==> config.mk <==
export PLATFORM = sky130hd
export DESIGN_NAME = cit_mul
export DESIGN_NICKNAME = d
export VERILOG_FILES = /design/src/hdl/cit_mul.sv
export SDC_FILE = /design/constraint.sdc
export NUM_CORES = 1
export LEC_CHECK = 0
export ABC_AREA = 1
export BUFFER_PORTS_ARGS = -buffer_cell sky130_fd_sc_hd__buf_2
export CELL_PAD_IN_SITES_DETAIL_PLACEMENT = 0
export CELL_PAD_IN_SITES_GLOBAL_PLACEMENT = 1
export CORE_MARGIN = 3
export CORE_UTILIZATION = 46
export DETAILED_ROUTE_END_ITERATION = 8
export PLACE_DENSITY_LB_ADDON = 0.05
export SLEW_MARGIN = 20
export SYNTH_ARGS = -nofsm -noshare
export SYNTH_HDL_FRONTEND = slang
export SYNTH_SLANG_ARGS = --single-unit
export TNS_END_PERCENT = 10
==> constraint.sdc <==
create_clock -name clock -period 5.8 [get_ports clock]
set_input_delay 0.29 -clock clock [delete_from_list [all_inputs] [get_ports clock]]
set_output_delay 0.29 -clock clock [all_outputs]
set_load 0.01 [all_outputs]
==> src/hdl/cit_mul.sv <==
// ----------------------------------------------------------------------------
// Sliced two-stage signed multiplier
// Splits operand b into slices, forms the partial products in the first
// register stage and adds them, shifted, in the second register stage.
// ----------------------------------------------------------------------------
module cit_mul #(
   parameter int A_W     = 8,
   parameter int B_W     = 8,
   parameter int SLICE_W = 8
) (
   input  logic                     clock,
   input  logic                     pp_en,
   input  logic                     sum_en,
   input  logic signed [A_W-1:0]    a,
   input  logic signed [B_W-1:0]    b,
   output logic signed [A_W+B_W-1:0] p
);

   localparam int NS    = (B_W + SLICE_W - 1) / SLICE_W;
   localparam int BX    = NS * SLICE_W;
   localparam int PW    = A_W + SLICE_W + 1;
   localparam int ACC_W = A_W + BX;
   localparam int OW    = A_W + B_W;

   logic signed [BX-1:0]    b_ext;
   logic signed [SLICE_W:0] slice_s [NS];
   logic signed [PW-1:0]    pp_in   [NS];
   logic signed [PW-1:0]    pp_ff   [NS];
   logic signed [ACC_W-1:0] acc;
   logic signed [OW-1:0]    p_in;
   logic signed [OW-1:0]    p_ff;

   assign b_ext = BX'(b);

   // Lower slices are unsigned digits; only the top slice carries the sign.
   always_comb begin
      for (int k = 0; k < NS; k++) begin
         if (k == NS - 1) begin
            slice_s[k] = {b_ext[k*SLICE_W+SLICE_W-1], b_ext[k*SLICE_W +: SLICE_W]};
         end else begin
            slice_s[k] = {1'b0, b_ext[k*SLICE_W +: SLICE_W]};
         end
         pp_in[k] = PW'(a) * PW'(slice_s[k]);
      end
   end

   always_comb begin
      acc = '0;
      for (int k = 0; k < NS; k++) begin
         acc = acc + (ACC_W'(pp_ff[k]) <<< (k * SLICE_W));
      end
      p_in = OW'(acc);
   end

   always_ff @(posedge clock) begin
      if (pp_en) begin
         pp_ff <= pp_in;
      end
      if (sum_en) begin
         p_ff <= p_in;
      end
   end

   assign p = p_ff;

endmodule

# After elaboration in Yosys (flattened, before gate mapping)
# Index checks and enable logic that the tools add are counted.
classes:
  n_addsub: 0
  multipliers: 1
  n_div: 0
  magnitude_cmp: 0
  eq_ne: 0
  shift: 0
  muxes: 0
  bitwise_logic: 0
  n_reduce_logical: 0
ops:
  columns: ["op", "count"]
  rows:
  - ["$mul A8 B8 Y16", 1]
word_totals:
  regBits: 32
  latch_bits: 0
  ram_bits: 0
  mem_bits_ro: 0
  in_bits: 19
  output_inout_bits: 16
  wordCells: 3
  mem_count: 0

# Longest topological paths before layout
logic_depth:
  depth_word: 1
  depth_mapped: 21
  depth_no_buf: 20

# Worst setup path before layout
# No wires, ideal clock.
synth_timing:
  kind: "input -> register"
  from: "in a[0]"
  to: "reg pp_ff[14] (netlist bit) (data pin)"
  setup_ps: 253
  t_arrival_ps: 3900
  path_slack_ps: 1648
  cell_stages: 16
  n_path_buf: 1
  cell_sequence: "clkbuf_1 > or2_2 > fa_1 > fa_1 > inv_1 > fa_1 > inv_1 > fa_1 > inv_1 > ha_1 > a21oi_1 > nor2_1 > o21ai_0 > nand3_1 > nand2_1 > nand2_1"
synth_rtl:
  columns: ["element", "line", "rtl"]
  rows:
  - ["start: declaration", "14", "input logic signed [A_W-1:0] a,"]
  - ["end signal: assignment", "57", "pp_ff <= pp_in;"]
  - ["end: declaration", "28", "logic signed [PW-1:0] pp_ff [NS];"]

==> results.yml <==
status:
  outcome: "complete, no violations"
cells_and_area:
  area_delta_synth_final_pct: 9.36
  antennaDiodeCount: 0
  drive_gt1_frac: 0.0937
  sequential_cell_area_um2: 961
  fillCellCount: 780
  layout_commonest_cell: "inv_1"
  multi_input_gate_area_mm2: 0.00215
  finish.net_count: 561
  layout.cells.most_common_list: "inv_1, nand2_1, fa_1"
power_and_ir_drop:
  pwr_cell_area_mw_per_mm2: 398
  max-vdd-ir-drop_mv: 0.125
  power.static_leakage_nw: 2.35
  total_power_w: 0.00162
routing:
  post_detailed_route_count_of_antenna_violating_nets: 0
  num_vias: 2539
  initialDrtViolationCount: 72
  route.final.wire_length_um: 6760
  routedWlPerCell_um: 12.0
  dr.pass1.iters: 4
  post_drt_via_cell_ratio: 4.53
  route.detailed.drc: 0
clock_tree:
  clk_latency_ns: 0.28
  htree_num_levels: 2
  numClockSinks: 32
  cts_made_buffers: 5
  clockBufferDepth: 2
  ctsRootBufferMaster: "clkbuf_8"
  cts.hold.buffers_added: 0
  cts_tree: "done"
  clk_transition_reported_paths_ns: 0.06
  cts.repair.resized: 0
  post-cts-setup-buffers: 0
critical_path:
  worst-endpoint-arrival_ns: 4.14
  criticalPathCategory: "in -> reg"
  critPathBufInv: 5
  worst-r2r-cell-count: 0
  regToRegStartpoint: "pp_ff[4]"
  critical_path_launch_point_type: "input port"
  crit_chain: "buf_2 -> inv_1 -> or2_2 -> fa_1 -> fa_1 -> inv_1 -> fa_1 -> inv_1 -> fa_1 -> inv_1 -> ha_1 -> a21oi_1 -> nor2_1 -> o21ai_0 -> nand3_1 -> nand2_1 -> nand2_1"
  cell_type_group_with_the_largest_total_delay_on_the_critical_path: "adder cells"
  critPathRequiredTime_ns: 5.83
  critPathCaptureType: "flip-flop"
  rrSetupSlack_ns: 5.17
  critPathMaxFanout: 8
  critPathSlowestCell: "fa_1"
  worstReg2RegEnd: "p[4]"
  crit_path_max_incr_delay_ns: 0.54
sta:
  fin_crit_sh: 0.708
  tns_ns: 0
  rsz_0062_raised_after_global_routing: "false"
  period_minus_slack_ns: 4.11
  report.final.slew_viol_count: 0
  finalSetupViolCount: 0
  timing.max_slew.rel_slack: 0.766
  finClkSkew_ns: 0.00423
  worst_tran_pin_value_ns: 0.351
  timing.fmax_mhz: 243
  finalHoldViolations: 0
die:
  io_pins: 35
  dieHeight_um: 95.9
  initial_cell_density_of_the_core: 0.478
  die_w_um: 95.9
  number_of_rows_created_at_floorplan: 32
  design.die.area_mm2: 0.00919
  fp.coreArea_mm2: 0.00777
yosys:
  mappedNetlistNets: 535
  postSynthCellCount: 432
  syn-mean-instance-area_um2: 8.60
  postSynthRegisterBits: 32
  synth-seq-area-share: 0.259
  synth_cell_type_count: 20
  yosys_warnings: 0
  post_synth_instance_area_mm2: 0.00371
place:
  buffer_ports.inserted: 34
  dp_hpwl_um: 6000
  gp_routability_congestion: 0.814
job:
  maxcap_violations: 0
global_route:
  gr-total-overflow: 0
  antenna_violations_before_repair: 0
  grt_pass1_wl_um: 12100
  grt_util_all_layers: 0.172
  grt_start_max_net_pins: 17
  first_global_vias: 2662
hold_path:
  hold_path.class: "in -> reg"
  whs_path_depth: 3
  hold-path-endpoint: "pp_ff[0]"
  hold_path.startpoint: "a[0]"
## routing by layer
| metal | vias to the layer above | wire, um | track usage | part of all wire |
|---|---|---|---|---|
| li1 | 1285 | - | - | - |
| met1 | 1214 | 3010 | 0.212 | 0.45 |
| met2 | 32 | 3500 | 0.317 | 0.52 |
| met3 | 8 | 143 | 0.0172 | 0.021 |
| met4 | 0 | 102 | 0.0486 | 0.015 |
| met5 | - | 0 | 0 | 0 |
## worst max path at each step
| stage | from | end | slack (ns) | cells past startpoint |
|---|---|---|---|---|
| floorplan | a[0] | pp_ff[14] | 1.65 | 16 |
| global placement | b[7] | pp_ff[14] | 1.47 | 17 |
| detailed placement | b[7] | pp_ff[14] | 1.36 | 17 |
| CTS | b[7] | pp_ff[14] | 1.66 | 17 |
| global route | b[7] | pp_ff[14] | 1.44 | 17 |
| finish | b[7] | pp_ff[14] | 1.69 | 17 |
## worst min-delay path: stages
cell and delay (ns):
buf_2 0.17, nand2_1 0.07, inv_1 0.05
## power breakdown
part / internal [W] / total [W] / switching, W
Sequential: 0.000393 / 0.000408 / 0.0000158
Combinational: 0.000394 / 0.00101 / 0.000617
Clock: 0.000125 / 0.000199 / 0.0000738
## registers in the layout, indices dropped and copies added (netlist names)
register / flops
p: 16
pp_ff: 16
## synth_stat cells, drive strengths merged
cell	count	area share
edfxtp	32	0.26
nor2	17	0.017
or2	1	0.0017
a21oi	8	0.011
o21ai	4	0.0064
clkbuf	15	0.015
nand3	11	0.015
xor2	5	0.012
o21bai	3	0.0061
fa	55	0.30
nand3b	1	0.0020
nand4	3	0.0051
inv	147	0.15
a21o	1	0.0020
xnor2	3	0.0071
ha	29	0.098
nand2	97	0.099
## layout make-up
class                   count  area share
clock inverters             3     0.00924
clock buffers               5      0.0169
repair buffers             34      0.0419
well taps                 102      0.0314
flip-flops and latches     32       0.237
inverters                 147       0.136
multi-input cells         238       0.528
## per-stage QoR
step           utilization  hold WS [ns]  setup slack, ns  cell area, um^2  instances
2_1_floorplan            -         0.400             1.65             3710        432
3_3_place_gp         0.509         0.401             1.47             3960        553
3_5_place_dp         0.509         0.405             1.36             3960        553
4_1_cts              0.523         0.398             1.66             4060        561
5_1_grt              0.523         0.419             1.44             4060        561
6_report             0.523         0.412             1.69             4060        561
## cells by family (layout without fill, tap and decap cells)
family | count (synthesis) | in the layout | synth area share
buffers and inverters | 162 | 189 | 0.164
adders and majority gates | 84 | 84 | 0.394
DFF | 32 | 32 | 0.259
xor gates and xnor gates | 8 | 8 | 0.0189
and+or+nand+nor | 130 | 130 | 0.139
AOI/OAI and AO/OA | 16 | 16 | 0.0253
Power figures use the tool's default switching activity.
